**config.mk**
```make
export PLATFORM = sky130hd
export DESIGN_NAME = i2c_byte_master
export DESIGN_NICKNAME = d
export VERILOG_FILES = /design/src/design/i2cbm_pkg.sv /design/src/design/i2c_byte_master.sv /design/src/design/i2cbm_step.sv
export SDC_FILE = /design/constraint.sdc
export NUM_CORES = 1
export LEC_CHECK = 0
export ABC_CLOCK_PERIOD_IN_PS = 4400
export CORE_AREA = 4 4 90 92
export CTS_CLUSTER_DIAMETER = 80
export CTS_CLUSTER_SIZE = 24
export DETAILED_ROUTE_END_ITERATION = 7
export DIE_AREA = 0 0 94 96
export DONT_BUFFER_PORTS = 1
export MAX_ROUTING_LAYER = met4
export PLACE_DENSITY = 0.84
export SLEW_MARGIN = 10
export SYNTH_ARGS = -nofsm -noshare
export SYNTH_HDL_FRONTEND = slang
export SYNTH_SLANG_ARGS = --single-unit
```
**constraint.sdc**
```tcl
create_clock -name clk -period 4.4 [get_ports clk]
set_input_delay 0.44 -clock clk [delete_from_list [all_inputs] [get_ports clk]]
set_output_delay 0.44 -clock clk [all_outputs]
set_load 0.05 [all_outputs]
```
**src/design/i2cbm_pkg.sv**
```systemverilog
// ----------------------------------------------------------------------------
// i2cbm_pkg
// Types and constants shared by the I2C byte master engine.
// ----------------------------------------------------------------------------
package i2cbm_pkg;

  // Command codes carried by an input word
  localparam logic [2:0] CMD_NONE  = 3'd0;
  localparam logic [2:0] CMD_START = 3'd1;
  localparam logic [2:0] CMD_STOP  = 3'd2;
  localparam logic [2:0] CMD_WRITE = 3'd3;
  localparam logic [2:0] CMD_READ  = 3'd4;

  // Delay register reset value, in ticks
  localparam logic [15:0] DELAY_RESET = 16'd40;

  // Sequencer phases
  typedef enum logic [3:0] {
    PH_IDLE    = 4'd0,
    PH_ST1     = 4'd1,
    PH_ST2     = 4'd2,
    PH_SP1     = 4'd3,
    PH_SP2     = 4'd4,
    PH_SP3     = 4'd5,
    PH_WR_LOW  = 4'd6,
    PH_WR_HIGH = 4'd7,
    PH_RD_LOW  = 4'd8,
    PH_RD_HIGH = 4'd9
  } phase_t;

  // Input word: one bus tick
  typedef struct packed {
    logic [2:0] command;
    logic [7:0] tx_byte;
    logic       send_nack;
    logic       sda_in;
  } i2cbm_in_t;

  // Result word: line controls and status for one tick
  typedef struct packed {
    logic       scl_release;
    logic       sda_release;
    logic       busy_res;
    logic       done_res;
    logic       acked;
    logic [7:0] rx_byte;
  } i2cbm_out_t;

  // Engine state carried from tick to tick
  typedef struct packed {
    phase_t     phase;
    logic [2:0] active_command;
    logic [3:0] bit_index;
    logic [15:0] wait_count;
    logic [7:0] shift_data;
    logic       scl_level;
    logic       sda_level;
    logic       ack_flag;
    logic       nack_flag;
  } i2cbm_state_t;

endpackage

```
**src/design/i2c_byte_master.sv**
```systemverilog
// ----------------------------------------------------------------------------
// i2c_byte_master
// Open-drain I2C master byte engine, one bus tick per input word.
// ----------------------------------------------------------------------------
// Each input word is one tick: it carries the sampled SDA level and an
// optional command (start, stop, write byte, read byte). Every accepted word
// yields exactly one result word with the SCL/SDA release controls, busy,
// a done pulse, and the ACK or received byte on the done tick. Words are
// taken at one per cycle while in_ready is high: the next state is computed
// from the state registers and the incoming word and lands in an output
// register, which is refilled in the same cycle it is drained. cfg_wr_data
// sets the delay in ticks between line changes (0 acts as 1); write it only
// while idle. Commands that arrive while a sequence is running are ignored.
// ----------------------------------------------------------------------------
module i2c_byte_master (
  input  logic                  clk,
  input  logic                  rst_n,
  input  logic                  in_valid,
  output logic                  in_ready,
  input  i2cbm_pkg::i2cbm_in_t  in_data,
  output logic                  out_valid,
  input  logic                  out_ready,
  output i2cbm_pkg::i2cbm_out_t out_data,
  input  logic                  cfg_wr_en,
  input  logic [15:0]           cfg_wr_data
);
  import i2cbm_pkg::*;

  logic [15:0]  delay_r;
  logic [15:0]  dly_load;
  i2cbm_state_t state_r;
  i2cbm_state_t state_nxt;
  i2cbm_out_t   res_nxt;
  i2cbm_out_t   out_data_r;
  logic         out_valid_r;
  logic         in_fire;

  // Delay register
  always_ff @(posedge clk) begin
    if (!rst_n) begin
      delay_r <= DELAY_RESET;
    end else if (cfg_wr_en) begin
      delay_r <= cfg_wr_data;
    end
  end

  // Countdown reload value; zero delay behaves as one tick
  assign dly_load = (delay_r == 16'd0) ? 16'd0 : delay_r - 16'd1;

  assign in_ready = !out_valid_r || out_ready;
  assign in_fire  = in_valid && in_ready;

  i2cbm_step u_step (
    .state_i    (state_r),
    .item_i     (in_data),
    .dly_load_i (dly_load),
    .state_o    (state_nxt),
    .res_o      (res_nxt)
  );

  // Engine state
  always_ff @(posedge clk) begin
    if (!rst_n) begin
      state_r.phase          <= PH_IDLE;
      state_r.active_command <= CMD_NONE;
      state_r.bit_index      <= 4'd0;
      state_r.wait_count     <= 16'd0;
      state_r.shift_data     <= 8'd0;
      state_r.scl_level      <= 1'b1;
      state_r.sda_level      <= 1'b1;
      state_r.ack_flag       <= 1'b0;
      state_r.nack_flag      <= 1'b0;
    end else if (in_fire) begin
      state_r <= state_nxt;
    end
  end

  // Output register
  always_ff @(posedge clk) begin
    if (!rst_n) begin
      out_valid_r <= 1'b0;
    end else if (in_fire) begin
      out_valid_r <= 1'b1;
    end else if (out_ready) begin
      out_valid_r <= 1'b0;
    end
  end

  always_ff @(posedge clk) begin
    if (in_fire) begin
      out_data_r <= res_nxt;
    end
  end

  assign out_valid = out_valid_r;
  assign out_data  = out_data_r;

  // A done word never reports busy
  a_done_not_busy: assert property (@(posedge clk) disable iff (!rst_n)
    out_valid_r && out_data_r.done_res |-> !out_data_r.busy_res)
    else $error("done with busy set");

  // ACK and received byte show only on a done word
  a_status_on_done: assert property (@(posedge clk) disable iff (!rst_n)
    out_valid_r && (out_data_r.acked || (out_data_r.rx_byte != 8'd0))
      |-> out_data_r.done_res)
    else $error("status outside done");

  // A start command taken while idle enters the first start phase
  a_start_taken: assert property (@(posedge clk) disable iff (!rst_n)
    in_fire && (state_r.phase == PH_IDLE) && (in_data.command == CMD_START)
      |=> (state_r.phase == PH_ST1) && out_data_r.busy_res)
    else $error("start not taken");

  // Every accepted word leaves a result behind
  a_result_held: assert property (@(posedge clk) disable iff (!rst_n)
    in_fire |=> out_valid_r)
    else $error("result lost");

  // Busy in the result mirrors the phase register
  a_busy_phase: assert property (@(posedge clk) disable iff (!rst_n)
    in_fire |=> (out_data_r.busy_res == (state_r.phase != PH_IDLE)))
    else $error("busy mismatch");

endmodule

```
**src/design/i2cbm_step.sv**
```systemverilog
// ----------------------------------------------------------------------------
// i2cbm_step
// Next-state and result logic for one bus tick of the I2C byte master.
// ----------------------------------------------------------------------------
module i2cbm_step (
  input  i2cbm_pkg::i2cbm_state_t state_i,
  input  i2cbm_pkg::i2cbm_in_t    item_i,
  input  logic [15:0]             dly_load_i,
  output i2cbm_pkg::i2cbm_state_t state_o,
  output i2cbm_pkg::i2cbm_out_t   res_o
);
  import i2cbm_pkg::*;

  i2cbm_state_t nxt;
  logic         done;
  logic [3:0]   bit_inc;

  assign bit_inc = state_i.bit_index + 4'd1;

  // Sequencer: accept when idle, count down a delay, or take the next step
  always_comb begin
    nxt  = state_i;
    done = 1'b0;
    if (state_i.phase == PH_IDLE) begin
      nxt.active_command = item_i.command;
      unique case (item_i.command)
        CMD_START: begin
          nxt.sda_level  = 1'b1;
          nxt.scl_level  = 1'b1;
          nxt.wait_count = dly_load_i;
          nxt.phase      = PH_ST1;
        end
        CMD_STOP: begin
          nxt.sda_level  = 1'b0;
          nxt.wait_count = dly_load_i;
          nxt.phase      = PH_SP1;
        end
        CMD_WRITE: begin
          nxt.shift_data = item_i.tx_byte;
          nxt.bit_index  = 4'd0;
          nxt.sda_level  = item_i.tx_byte[7];
          nxt.wait_count = dly_load_i;
          nxt.phase      = PH_WR_LOW;
        end
        CMD_READ: begin
          nxt.shift_data = 8'd0;
          nxt.bit_index  = 4'd0;
          nxt.nack_flag  = item_i.send_nack;
          nxt.sda_level  = 1'b1;
          nxt.wait_count = dly_load_i;
          nxt.phase      = PH_RD_LOW;
        end
        default: nxt.active_command = CMD_NONE;
      endcase
    end else if (state_i.wait_count != 16'd0) begin
      nxt.wait_count = state_i.wait_count - 16'd1;
    end else begin
      unique case (state_i.phase)
        PH_ST1: begin
          nxt.sda_level  = 1'b0;
          nxt.wait_count = dly_load_i;
          nxt.phase      = PH_ST2;
        end
        PH_ST2: begin
          nxt.scl_level = 1'b0;
          nxt.phase     = PH_IDLE;
          done          = 1'b1;
        end
        PH_SP1: begin
          nxt.scl_level  = 1'b1;
          nxt.wait_count = dly_load_i;
          nxt.phase      = PH_SP2;
        end
        PH_SP2: begin
          nxt.sda_level  = 1'b1;
          nxt.wait_count = dly_load_i;
          nxt.phase      = PH_SP3;
        end
        PH_SP3: begin
          nxt.phase = PH_IDLE;
          done      = 1'b1;
        end
        PH_WR_LOW: begin
          nxt.scl_level  = 1'b1;
          nxt.wait_count = dly_load_i;
          nxt.phase      = PH_WR_HIGH;
        end
        PH_RD_LOW: begin
          nxt.scl_level  = 1'b1;
          nxt.wait_count = dly_load_i;
          nxt.phase      = PH_RD_HIGH;
        end
        PH_WR_HIGH: begin
          nxt.scl_level = 1'b0;
          if (state_i.bit_index[3]) begin
            // ninth clock: sample the slave's ACK
            nxt.ack_flag = ~item_i.sda_in;
            nxt.phase    = PH_IDLE;
            done         = 1'b1;
          end else begin
            nxt.bit_index  = bit_inc;
            // MSB first; release SDA for the ACK slot
            nxt.sda_level  = bit_inc[3] ? 1'b1 : state_i.shift_data[~bit_inc[2:0]];
            nxt.wait_count = dly_load_i;
            nxt.phase      = PH_WR_LOW;
          end
        end
        PH_RD_HIGH: begin
          nxt.scl_level = 1'b0;
          if (state_i.bit_index[3]) begin
            nxt.sda_level = 1'b1;
            nxt.phase     = PH_IDLE;
            done          = 1'b1;
          end else begin
            nxt.shift_data = {state_i.shift_data[6:0], item_i.sda_in};
            nxt.bit_index  = bit_inc;
            if (bit_inc[3]) begin
              nxt.sda_level = state_i.nack_flag;
            end
            nxt.wait_count = dly_load_i;
            nxt.phase      = PH_RD_LOW;
          end
        end
        default: nxt.phase = PH_IDLE;
      endcase
    end
  end

  assign state_o = nxt;

  // Result word for this tick
  always_comb begin
    res_o.scl_release = nxt.scl_level;
    res_o.sda_release = nxt.sda_level;
    res_o.busy_res    = (nxt.phase != PH_IDLE);
    res_o.done_res    = done;
    res_o.acked       = done && (nxt.active_command == CMD_WRITE) && nxt.ack_flag;
    res_o.rx_byte     = (done && (nxt.active_command == CMD_READ)) ? nxt.shift_data : 8'd0;
  end

endmodule

```
After elaboration in Yosys (flattened, before gate mapping). Index checks and enable logic that the tools add are counted.

Bits in registers: 69. Logic and storage cells: 111. Bits of input ports: 34. Output and inout port bits: 15.

Reduce and logical (&&, ||, !) cells: 25. Bitwise logic cells: 2. Add/subtract/negate cells: 3. Multiplexer cells: 40. Eq/ne operators: 22. Magnitude comparators: 1.

Operators by type and width (count): two-way mux 16 bit (3); one-hot mux 16 bit (3 select lines) (1); subtractor 16 x 1 -> 16 bit, second input constant (2); two-way mux 30 bit (1); two-way mux 28 bit (1); one-hot mux 4 bit (7 select lines) (1); two-way mux 20 bit (1); two-way mux 4 bit (5); equality test 4 x 3 -> 1 bit, second input constant (4); logical NOT 16 bit (1); one-hot mux 4 bit (4 select lines) (1); one-hot mux 8 bit (2 select lines) (1); nonzero test 16 bit (1); two-way mux 1 bit (14); two-way mux 11 bit (1); equality test 3 x 2 -> 1 bit, second input constant (3); two-way mux 3 bit (3); equality test 4 x 2 -> 1 bit, second input constant (2); equality test 4 bit, second input constant (2); two-way mux 8 bit (1); != test 4 x 2 -> 1 bit, second input constant (2); one-hot mux 4 bit (2 select lines) (1); OR reduction 2 bit (4); equality test 3 bit, second input constant (2); 28 further kinds (35).

Depth between registers and ports, before layout. Gate-level depths: netlist of run 1.

Depth after elaboration: 10. Mapped depth: 11.

Cells and area by module. Synthesis of run 1 repeated with hierarchy kept, for this count alone.

Cells, all modules: 613. Area, all modules: 4862.2 µm².

By module, submodules not included: i2c_byte_master (cells each 297, times used 1, seq. area each 1511.4 µm², area an instance 2869.0 µm²); i2cbm_step (cells each 316, times used 1, seq. area each 0.0 µm², area an instance 1993.2 µm²).

Worst setup path before layout of run 1. No wires, ideal clock.

Path type: reg2reg. Start: reg state_r[12] (netlist bit). End: reg out_data_r (netlist bit out_data[10]), data pin. Arrival time: 2450 ps. Path buffers: 1. Cell stages (with the launch flop): 10. Setup slack: 1684 ps. Required time: 4134 ps. Cells stage by stage: dfxtp_1 inv_1 ha_1 or4b_1 or4_4 buf_4 and2_0 a211oi_1 o311a_1 o211ai_1.

RTL lines: from (decl) (RTL line i2c_byte_master.sv:31) `i2cbm_state_t state_r;`; from (signal assigned) (RTL line i2c_byte_master.sv:74) `state_r <= state_nxt;`; to (signal assigned) (RTL line i2c_byte_master.sv:91) `out_data_r <= res_nxt;`; to (decl) (RTL line i2c_byte_master.sv:34) `i2cbm_out_t out_data_r;`.

Worst setup path in the final report of run 1.
Start: reg state_r[35] (netlist bit). End: reg state_r[21] (netlist bit).

Longest elaborated chain between the ends: 5. Elaborated cells on any way between the ends: 17. Those cells by class: 10 x eq/ne; 3 x mux; 4 x reduce/logical.

RTL lines: equality test 4 x 1 -> 1 bit, or another cell as far along (RTL line i2cbm_step.sv:58) `unique case (state_i.phase)`; OR reduction 5 bit (no line); one-hot mux 16 bit (3 select lines) (RTL line i2cbm_step.sv:58); two-way mux 16 bit (RTL line i2cbm_step.sv:55) `end else if (state_i.wait_count != 16'd0) begin`; two-way mux 30 bit (RTL line i2cbm_step.sv:24) `if (state_i.phase == PH_IDLE) begin`.

Parallel ways exist; a longest one is shown, timed or not. A chain may end at the register's enable or synchronous reset.

==> run metrics, run 1 <==
status finished, final reports clean; routed len/inst 17.3 um; layout cell share with drive strength beyond 1 8.47%; Peak VDD IR 0.000206 V; commonest non-fill, non-tap cell in the layout dfxtp_1; yosys warns 0; CP startpoint kind flop; slew margin rel. 32.6%; highest metal used met4; CP Capture Type flop; crit share post-route 71.4%; Slew Limit Fails 0; GRT Overall Usage 24.0%; post-synthesis xor/xnor area fraction 3.10%; post-synthesis simple-gate area fraction 24.5%; # rows 31; Final TNS setup 0 ns; initial DRC count 260; CTS sink count 69; share of flip-flops with an asynchronous set or reset 0%; Gate power share 29.6%; Tot Pwr 1.94 mW; number of global-route vias before repair 3,654; core footprint 7210 um^2; Placer Congestion 0.937; most frequent cells in the layout dfxtp_1 (56), nand2_1 (54), a21oi_1 (40), o21ai_0 (36), nor2_1 (32); sequential area share after synthesis 35.7%; Reg clk slew, reported paths 0.08 ns; met3 wire length 813 um; Primary FF master, synth dfxtp_1; port bufs 0; Die H 96 um; switching power 718 uW; mux contribution to synthesized area 6.29%; clock network power share 28.7%; CP required 4.65 ns; CTS tree built; DP HPWL 7110 um; synthesized instance count 512; Routed WL 10,300 um; DRT met1 WL 4310 um; CTS Root Cell clkbuf_8; CTS Hold Bufs 0; Fin Hold WS 0.161 ns; Compound-Gate Fraction of Synth Area 25.0%; clk_skew 0.00866 ns; dpl ws 1.38 ns; largest family of logic cells by synthesized area compound AO/OA/AOI/OAI gates; final worst slack 1.26 ns; die width 94 um; Leak 1.59 nW; part of the power in registers 41.7%; Least-Margin Pin Slew 1.00 ns; total CTS buffers 9; setup violators final 0; arrival time worst endpoint 3.39 ns; H-tree depth 3; Avg Synthesized Cell Area 8.28 um^2; Die Area 9020 um^2; largest net degree at the start of global routing 54; DR WL met2 4930 um; vias 3,858; switching share of power 36.9%; Worst Hold Class in2reg; ANT nets after route 0; crit-path max FO 25; Syn Std Cell Area 4240 um^2; first-pass GRT wire length 16,900 um; FMAX 318 MHz; Post-CTS Setup Inserts 0; worst-case reg-to-reg path depth 6; initial antenna violation count 0; WHS Path Cells 1; minimum clock period 3.14 ns; gr ovfl total 0; clk buf depth 2; Int Power 1.23 mW; post-synthesis adder-cell area fraction 1.18%; Ports 49; final hold vios 0; # nets final 529; Pwr Density 435 nW/um^2; Initial Util 58.8%; residual DRC count 0; unique cell type count in the Yosys netlist 70; Syn Nets 550; number of synthesized flops with an enable pin 13; Area growth, synth to finish 5.43%; clk_lat worst skew 0.35 ns; drt first pass iters 5; Yosys reg bits 69; Antenna Cells 0; routed vias/inst 6.48; post-CTS sizing 0; max_cap viols 0; RSZ-0062 raised after global routing false; Worst Setup Path Type reg2reg
flip-flops by register name, indices dropped and copies added (netlist names):
name	count
state_r	39
delay_r	16
out_data	13
out_valid	1
final cells by class:
cell class                      instances  area (um^2)
Fill cell                             626         2750
Sequential cell                        69         1510
Inverter                               10         37.5
Clock buffer                           10          149
Tap cell                               99          124
Clock inverter                          6         67.6
Timing Repair Buffer                    4         30.0
Multi-Input combinational cell        397         2550
path summary, 6_finish.rpt:
check                      startpoint                       end  slack (ns)
min                             rst_n   delay_r[5]$_SDFFE_PN1P_        0.16
min reg2reg   state_r[1]$_SDFFE_PN0P_   state_r[1]$_SDFFE_PN0P_        0.48
max reg2reg  state_r[35]$_SDFFE_PN0P_  state_r[21]$_SDFFE_PN0P_        1.26
max          state_r[35]$_SDFFE_PN0P_  state_r[21]$_SDFFE_PN0P_        1.26
cells in the mapped netlist (3+ instances only):
cell type / n / area [um^2]
nand3_1: 15 / 75.1
and2_1: 3 / 18.8
or4_1: 9 / 67.6
nor4_1: 8 / 50.1
xor2_1: 4 / 35.0
a221oi_1: 8 / 70.1
inv_1: 10 / 37.5
o21ai_0: 36 / 180
a21oi_1: 40 / 200
o32ai_1: 3 / 26.3
xnor2_1: 11 / 96.3
or3_1: 5 / 31.3
or2_2: 10 / 62.6
nand3b_1: 4 / 30.0
nor3_1: 11 / 55.1
nor2_1: 32 / 120
buf_2: 6 / 30.0
a31oi_1: 6 / 37.5
o22a_1: 3 / 26.3
nand2_1: 54 / 203
nand2b_1: 6 / 37.5
o22ai_1: 5 / 31.3
mux2i_1: 21 / 210
o211a_1: 3 / 30.0
dfxtp_1: 56 / 1120
nor2b_1: 18 / 113
edfxtp_1: 13 / 390
o31ai_1: 5 / 37.5
o2bb2ai_1: 7 / 61.3
a32o_1: 6 / 60.1
a211oi_1: 7 / 52.6
a21boi_0: 9 / 67.6
clkbuf_1: 27 / 101
ha_1: 4 / 50.1
through the flow:
stage          std cells  cell area [um^2]  util, %
6_report             595              4470     61.9
3_5_place_dp         579              4250     58.9
2_1_floorplan        512              4240        -
5_1_grt              595              4470     61.9
4_1_cts              595              4470     61.9
3_3_place_gp         579              4250     58.9
logic make-up (layout without fill, tap and decap cells):
| group | after synthesis | count (layout) |
|---|---|---|
| AOI/OAI and AO/OA | 159 | 159 |
| xor gates and xnor gates | 15 | 15 |
| adders and majority gates | 4 | 4 |
| buffers and inverters | 46 | 30 |
| DFF | 69 | 69 |
| muxes | 24 | 24 |
| and+or+nand+nor | 195 | 195 |
power by group through the flow:
stage | logic (mW) | clock network, mW | registers [mW]
6_report | 0.575 | 0.559 | 0.810
5_1_grt | 0.638 | 0.594 | 0.820
4_1_cts | 0.566 | 0.565 | 0.807
3_5_place_dp | 0.560 | 0 | 0.822
3_3_place_gp | 0.548 | 0 | 0.818
2_1_floorplan | 0.489 | 0 | 0.789
layer usage:
layer / track usage [%] / up-vias
li1: - / 1867
met1: 28.4 / 1768
met2: 39.2 / 200
met3: 5.32 / 23
met4: 11.3 / 0
met5: - / -
critical path: stages, from the launching register on:
cell and delay, ns:
dfxtp_1 0.81, nor2_1 0.17, nand2_1 0.69, nand2_1 0.65, nand2_1 0.36, o32ai_1 0.13, a32o_1 0.22
Note: power is estimated with default switching activity, not from simulation.
==> inputs of run 2 (changes only) <==
--- a/config.mk
+++ b/config.mk
@@ -5,12 +5,13 @@
 export SDC_FILE = /design/constraint.sdc
 export NUM_CORES = 1
 export LEC_CHECK = 0
-export ABC_CLOCK_PERIOD_IN_PS = 4400
-export CORE_AREA = 4 4 90 92
+export ABC_AREA = 1
+export ABC_CLOCK_PERIOD_IN_PS = 3100
+export CORE_AREA = 4 4 93 95
 export CTS_CLUSTER_DIAMETER = 80
 export CTS_CLUSTER_SIZE = 24
 export DETAILED_ROUTE_END_ITERATION = 7
-export DIE_AREA = 0 0 94 96
+export DIE_AREA = 0 0 97 99
 export DONT_BUFFER_PORTS = 1
 export MAX_ROUTING_LAYER = met4
 export PLACE_DENSITY = 0.84
==> constraint.sdc (replaced) <==
create_clock -name clk -period 3.1 [get_ports clk]
set_input_delay 0.31 -clock clk [delete_from_list [all_inputs] [get_ports clk]]
set_output_delay 0.31 -clock clk [all_outputs]
set_load 0.05 [all_outputs]
==> run 2 against run 1 <==
Against the previous run:
- maximum frequency is 37% higher
- setup slack lost 0.46 ns
- worst hold slack got worse by 0.11 ns
- highest routed layer unchanged
- critical path type unchanged
- global-route usage up 0.36 points
- sequential share of layout area shrank 2.4 points
- clock power up 35%
- register-to-register slack lost 0.46 ns
==> run metrics, run 2 <==
sequential cell area 1510 um^2 (unchanged); Die Area 9600 um^2 (+6.4%); Worst Setup Path Type reg2reg; Ports 49 (unchanged); final worst slack 0.801 ns (-0.455 ns); CTS sink count 69 (unchanged); Routed WL 11,400 um (+11%); CTS tree built; Reg clk slew, reported paths 0.08 ns (about the same); Pwr Density 566 nW/um^2 (+30%); CTS Root Cell clkbuf_8; DP HPWL 8320 um (+17%); residual DRC count 0 (unchanged); layout cell share with drive strength beyond 1 7.92% (-0.55 points); synth top area cells dfxtp_1 (25%), nand2_1 (17%), edfxtp_1 (8.6%); final core occ 62.2% (+0.23 points); clk_lat worst skew 0.35 ns (about the same); status finished, final reports clean; gr ovfl total 0 (unchanged); Int Power 1.65 mW (+35%); vias 4,606 (+19%); leading area contributor after synthesis dfxtp_1; max FFs per register 39 (unchanged); part of the power in registers 40.6% (-1.1 points); ANT nets after route 0 (unchanged); most frequent cells in the layout nand2_1 (201), inv_1 (95), nor2_1 (78), nand3_1 (62), a21oi_1 (59); Antenna Cells 0 (unchanged); # rows 32 (+3.2%); Initial Util 58.9% (+0.15 points); Avg Synthesized Cell Area 6.34 um^2 (-23%); CP startpoint kind flop; Tot Pwr 2.72 mW (+40%); drt first pass iters 5 (unchanged); initial DRC count 288 (+11%); Largest Register state_r; critical path, cell by cell inv_1, ha_1, nand2_2, nor2_4, nand2_1, nand2_1, nand2_1, inv_1, nand2_1, inv_1, nand3_1, a21oi_1; Die H 99 um (+3.1%); minimum clock period 2.30 ns (-0.845 ns); Slew Limit Fails 0 (unchanged); max_cap viols 0 (unchanged); CTS Hold Bufs 0 (unchanged); core footprint 7730 um^2 (+7.1%); Crit path top cell by count nand2_1; crit-path max FO 22 (-12%); FMAX 435 MHz (+37%); most common cell in the netlist nand2_1; Syn Nets 756 (+37%); Least-Margin Pin Slew 0.840 ns (-0.163 ns); Placer Congestion 0.966 (+3.1%); clock network power share 27.7% (-1.0 points); Fin Hold WS 0.0482 ns (-0.113 ns); GRT Overall Usage 24.4% (+0.36 points); Peak VDD IR 0.000302 V (+47%); CP Capture Type flop; first-pass GRT wire length 19,100 um (+13%); dpl ws 0.822 ns (-0.560 ns); routed len/inst 13.9 um (-19%); synthesized instance count 718 (+40%); Worst R2R Setup Slack 0.80 ns (-0.46 ns); unique cell type count in the Yosys netlist 42 (-40%); Syn Std Cell Area 4550 um^2 (+7.4%); Leak 2.26 nW (+42%); RSZ-0062 raised after global routing false; switching power 1.07 mW (+49%); share of flip-flops with an asynchronous set or reset 0% (unchanged); initial antenna violation count 0 (unchanged); yosys warns 0 (unchanged); clk buf depth 2 (unchanged); CP required 3.37 ns (-1.28 ns); sequential area share after synthesis 33.2% (-2.5 points); Final TNS setup 0 ns (unchanged); # nets final 753 (+42%); multi-input logic area 2550 um^2 (about the same); final hold vios 0 (unchanged); Yosys reg bits 69 (unchanged); Synth top area share 24.6% (-1.8 points); Worst Hold Class in2reg; Area growth, synth to finish 5.55%; largest net degree at the start of global routing 34 (-37%); number of global-route vias before repair 4,217 (+15%); crit share post-route 74.1% (+2.7 points); cell family contributing the most delay on the critical path simple AND/OR/NAND/NOR gates; slew margin rel. 44.0% (+11 points); Gate power share 31.7% (+2.1 points); switching share of power 39.3% (+2.3 points); Primary FF master, synth dfxtp_1; clk_skew 0.0151 ns (+0.00640 ns); commonest non-fill, non-tap cell in the layout nand2_1; slowest stage delay, CP 0.50 ns (-0.31 ns); arrival time worst endpoint 2.57 ns (-0.82 ns); post-CTS sizing 0 (unchanged); setup violators final 0 (unchanged); Fillers 727 (+16%); CP max-delay cell nand2_1; routed vias/inst 5.60 (-14%); Worst Path Buf+Inv 3 (+3); total CTS buffers 9 (unchanged); port bufs 0 (unchanged); number of synthesized flops with an enable pin 13 (unchanged); H-tree depth 3 (unchanged); Post-CTS Setup Inserts 0 (unchanged); Synth top cells by count nand2_1 (201), inv_1 (95), nor2_1 (78), nand3_1 (62), a21oi_1 (59); die width 97 um (+3.2%)
run 2: changes by cell type in the layout (fill, tap and decap cells not counted), moves of 10 or more:
cell / before / now
nor2_1: 32 / 78
a21oi_1: 40 / 59
nor2b_1: 18 / 0
nand2_1: 54 / 201
nand3_1: 15 / 62
o21ai_0: 36 / 49
nor2_2: 0 / 10
mux2i_1: 21 / 0
inv_1: 10 / 95
run 2: worst paths after layout:
check	end	depth (start not counted)	from
max	state_r[30]$_SDFFE_PN0P_	12	state_r[12]$_SDFFE_PN0P_
min	delay_r[5]$_SDFFE_PN1P_	1	rst_n
max reg2reg	state_r[30]$_SDFFE_PN0P_	12	state_r[12]$_SDFFE_PN0P_
min reg2reg	state_r[13]$_SDFFE_PN0P_	2	state_r[13]$_SDFFE_PN0P_
run 2: area by class of cell:
| class | instances | share of cell area, % |
|---|---|---|
| Tap cell | 102 | 2.66 |
| Clock buffer | 9 | 2.58 |
| Multi-Input combinational cell | 529 | 53.1 |
| Clock inverter | 7 | 1.51 |
| Timing Repair Buffer | 5 | 0.781 |
| Inverter | 101 | 7.89 |
| Sequential cell | 69 | 31.5 |
run 2: per-layer routing:
layer	vias up	GRT usage (%)	wire length, um
met4	0	9.61	247
met3	28	3.33	814
li1	2303	-	-
met2	195	39.5	5350
met5	-	-	0
met1	2080	31.0	5030
run 2: through the flow:
step           instances  area [um^2]
2_1_floorplan        718         4550
3_3_place_gp         806         4610
3_5_place_dp         806         4610
4_1_cts              822         4800
5_1_grt              822         4800
6_report             822         4800
run 2: power groups by stage:
stage / sequential (mW) / clock, mW / combinational [mW]
after floorplan: 1.11 / 0 / 0.704
after global placement: 1.12 / 0 / 0.823
after detailed placement: 1.12 / 0 / 0.840
after CTS: 1.10 / 0.768 / 0.846
after global routing: 1.12 / 0.804 / 0.974
final: 1.11 / 0.753 / 0.862
run 2: cells by family after synthesis:
group / share of synthesized area [%]
flops: 33.2
simple gates: 38.2
xor+xnor: 2.31
fa+ha+maj: 1.10
buf+inv: 10.7
compound gates: 14.5
run 2: worst register-to-register path, stage by stage (launching register included):
cell	delay, ns
dfxtp_1	0.33
inv_1	0.09
ha_1	0.20
nand2_2	0.13
nor2_4	0.14
nand2_1	0.12
nand2_1	0.50
nand2_1	0.16
inv_1	0.11
nand2_1	0.11
inv_1	0.11
nand3_1	0.07
a21oi_1	0.14
==> inputs of run 3 (changes only) <==
--- a/config.mk
+++ b/config.mk
@@ -6,15 +6,15 @@
 export NUM_CORES = 1
 export LEC_CHECK = 0
 export ABC_AREA = 1
-export ABC_CLOCK_PERIOD_IN_PS = 3100
-export CORE_AREA = 4 4 93 95
+export ABC_CLOCK_PERIOD_IN_PS = 1900
+export CORE_AREA = 4 4 94 96
 export CTS_CLUSTER_DIAMETER = 80
 export CTS_CLUSTER_SIZE = 24
 export DETAILED_ROUTE_END_ITERATION = 7
-export DIE_AREA = 0 0 97 99
+export DIE_AREA = 0 0 98 100
 export DONT_BUFFER_PORTS = 1
 export MAX_ROUTING_LAYER = met4
-export PLACE_DENSITY = 0.84
+export PLACE_DENSITY = 0.85
 export SLEW_MARGIN = 10
 export SYNTH_ARGS = -nofsm -noshare
 export SYNTH_HDL_FRONTEND = slang
==> constraint.sdc (replaced) <==
create_clock -name clk -period 1.9 [get_ports clk]
set_input_delay 0.19 -clock clk [delete_from_list [all_inputs] [get_ports clk]]
set_output_delay 0.19 -clock clk [all_outputs]
set_load 0.05 [all_outputs]
==> run 3 against run 2 <==
Against the previous run:
- utilization grew 3.1 points
- worst hold slack lost 0.045 ns
- largest power group unchanged
- critical path depth shrank 1
- first-iteration DRC count grew 9.0%
- die area grew 2.1%
- sequential share of layout area shrank 2.4 points
- design area grew 9.4%
- highest routed layer unchanged
- power grew 69%
- maximum frequency grew 28%
- sequential cell count is the same
- clock skew grew 0.0013 ns
- via count grew 3.6%
==> run metrics, run 3 (synthesized netlist as in run 2, its figures left out) <==
multi-input logic area 2700 um^2 (+5.9%); Tot Pwr 4.59 mW (+69%); CTS sink count 69 (unchanged); DP HPWL 8620 um (+3.6%); CP startpoint kind flop; FMAX 558 MHz (+28%); worst-case reg-to-reg path depth 11 (-1); WHS Endpoint delay_r[14]$_SDFFE_PN0P_; port bufs 0 (unchanged); sequential cell area 1530 um^2 (+1.2%); arrival time worst endpoint 2.07 ns (-0.50 ns); Worst Setup Path Type reg2reg; critical path, cell by cell nor2_4, nand2_2, buf_4, nand4_4, nor2_2, nor2_4, nand3_2, buf_12, nand2_1, nand2_1, nor2_1; crit-path max FO 20 (-9.1%); HP Start rst_n; reg-to-reg critical path endpoint state_r[18]$_SDFFE_PN0P_; minimum clock period 1.79 ns (-0.508 ns); # nets final 787 (+4.5%); slowest stage delay, CP 0.38 ns (-0.12 ns); total CTS buffers 9 (unchanged); initial antenna violation count 0 (unchanged); Least-Margin Pin Slew 1.17 ns (+0.327 ns); Area growth, synth to finish 15.5%; initial DRC count 314 (+9.0%); first-pass GRT wire length 19,800 um (+3.5%); Die Area 9800 um^2 (+2.1%); Leak 2.45 nW (+8.5%); Pwr Density 874 nW/um^2 (+54%); Routed WL 12,100 um (+5.6%); largest net degree at the start of global routing 31 (-8.8%); GRT Overall Usage 25.1% (+0.74 points); Reg2Reg Launch Point state_r[35]$_SDFFE_PN0P_; layout cell share with drive strength beyond 1 15.6% (+7.7 points); crit share post-route 94.2% (+20 points); Ports 49 (unchanged); # rows 33 (+3.1%); residual DRC count 0 (unchanged); CP max-delay cell dfxtp_4; final worst slack 0.109 ns (-0.692 ns); CTS Root Cell clkbuf_8; die width 98 um (+1.0%); Fillers 705 (-3.0%); setup violators final 0 (unchanged); CTS tree built; Antenna Cells 0 (unchanged); Initial Util 56.5% (-2.4 points); gr ovfl total 0 (unchanged); final hold vios 0 (unchanged); drt first pass iters 5 (unchanged); clk_skew 0.0164 ns (+0.00130 ns); routed len/inst 14.1 um (+1.0%); Worst Hold Class in2reg; routed vias/inst 5.56 (-0.82%); Reg clk slew, reported paths 0.09 ns (about the same); number of global-route vias before repair 4,419 (+4.8%); Placer Congestion 0.919 (-4.9%); Largest Register state_r; vias 4,774 (+3.6%); commonest non-fill, non-tap cell in the layout nand2_1; start point of the critical path state_r[35]$_SDFFE_PN0P_; slew margin rel. 22.0% (-22 points); max_cap viols 0 (unchanged); status finished, final reports clean; ANT nets after route 0 (unchanged); Slew Limit Fails 0 (unchanged); dpl ws -0.116 ns (-0.938 ns); clk_lat worst skew 0.36 ns (about the same); H-tree depth 3 (unchanged); core footprint 8050 um^2 (+4.2%); clk buf depth 2 (unchanged); Peak VDD IR 0.000487 V (+61%); most frequent cells in the layout nand2_1 (195), inv_1 (90), nor2_1 (71), nand3_1 (61), a21oi_1 (57); CP Capture Type flop; CP required 2.18 ns (-1.19 ns); max FFs per register 39 (unchanged); Die H 100 um (+1.0%); Worst Path Buf+Inv 2 (-1); WHS Path Cells 2 (+1); cell family contributing the most delay on the critical path simple AND/OR/NAND/NOR gates; Worst R2R Setup Slack 0.11 ns (-0.69 ns)
[run 3: changes by cell type in the layout (fill, tap and decap cells not counted), moves of 4 or more]
cell           before  now
nor2_4              6   12
dfxtp_2             0    5
nand2_2             7   11
dlygate4sd3_1       0    7
nor2_1             78   71
inv_1              95   90
nand2_1           201  195
dfxtp_1            56   48
buf_4               5   28
[run 3: layout make-up]
cell class	instances	share of cell area [%]
Inverter	101	7.31
Sequential cell	69	29.1
Tap cell	105	2.50
Clock inverter	5	0.667
Multi-Input combinational cell	530	51.4
Clock buffer	11	2.69
Timing Repair Buffer	38	6.31
[run 3: routing by layer]
layer | track usage [%] | share of wire [%]
met5 | - | 0
met3 | 4.10 | 6.0
met1 | 31.1 | 44
met2 | 41.9 | 48
met4 | 8.73 | 2.6
[run 3: report_power, final]
group / switching [mW] / total [mW] / internal (mW)
Clock: 0.621 / 1.13 / 0.514
Sequential: 0.176 / 1.80 / 1.63
Combinational: 1.06 / 1.65 / 0.594
Total: 1.86 / 4.59 / 2.74
[run 3: repair_timing]
item                                    4_1_cts  5_1_grt
endpoints found under the setup margin       18       42
resized for setup                            11       40
gates cloned                                  0        1
buffers inserted                              1        2
hold buffers                                  7        0
endpoints found under the hold margin        31        0
pin swaps                                     4        8
[run 3: worst max-delay path by stage]
stage | to | cells past startpoint | slack [ns]
after floorplan | out_data[0]$_SDFFCE_PN0P_ | 5 | 0.1
after global placement | out_data[8]$_DFFE_PP_ | 9 | -0.06
after detailed placement | out_data[0]$_SDFFCE_PN0P_ | 10 | -0.12
after CTS | out_data[0]$_SDFFCE_PN0P_ | 9 | 0.006
after global routing | state_r[17]$_SDFFE_PN0P_ | 11 | -0.009
final | state_r[18]$_SDFFE_PN0P_ | 11 | 0.11
[run 3: per-stage QoR]
stage,area [um^2],utilization (%),TNS (ns),instances,hold slack [ns]
after CTS,5120,63.5,0,856,0.00223
after floorplan,4560,-,0,718,0.302
after global routing,5260,65.3,-0.0185,859,0.0236
after global placement,4800,59.6,-0.0588,832,0.282
after detailed placement,4800,59.6,-0.783,832,0.286
final,5260,65.3,0,859,0.00347
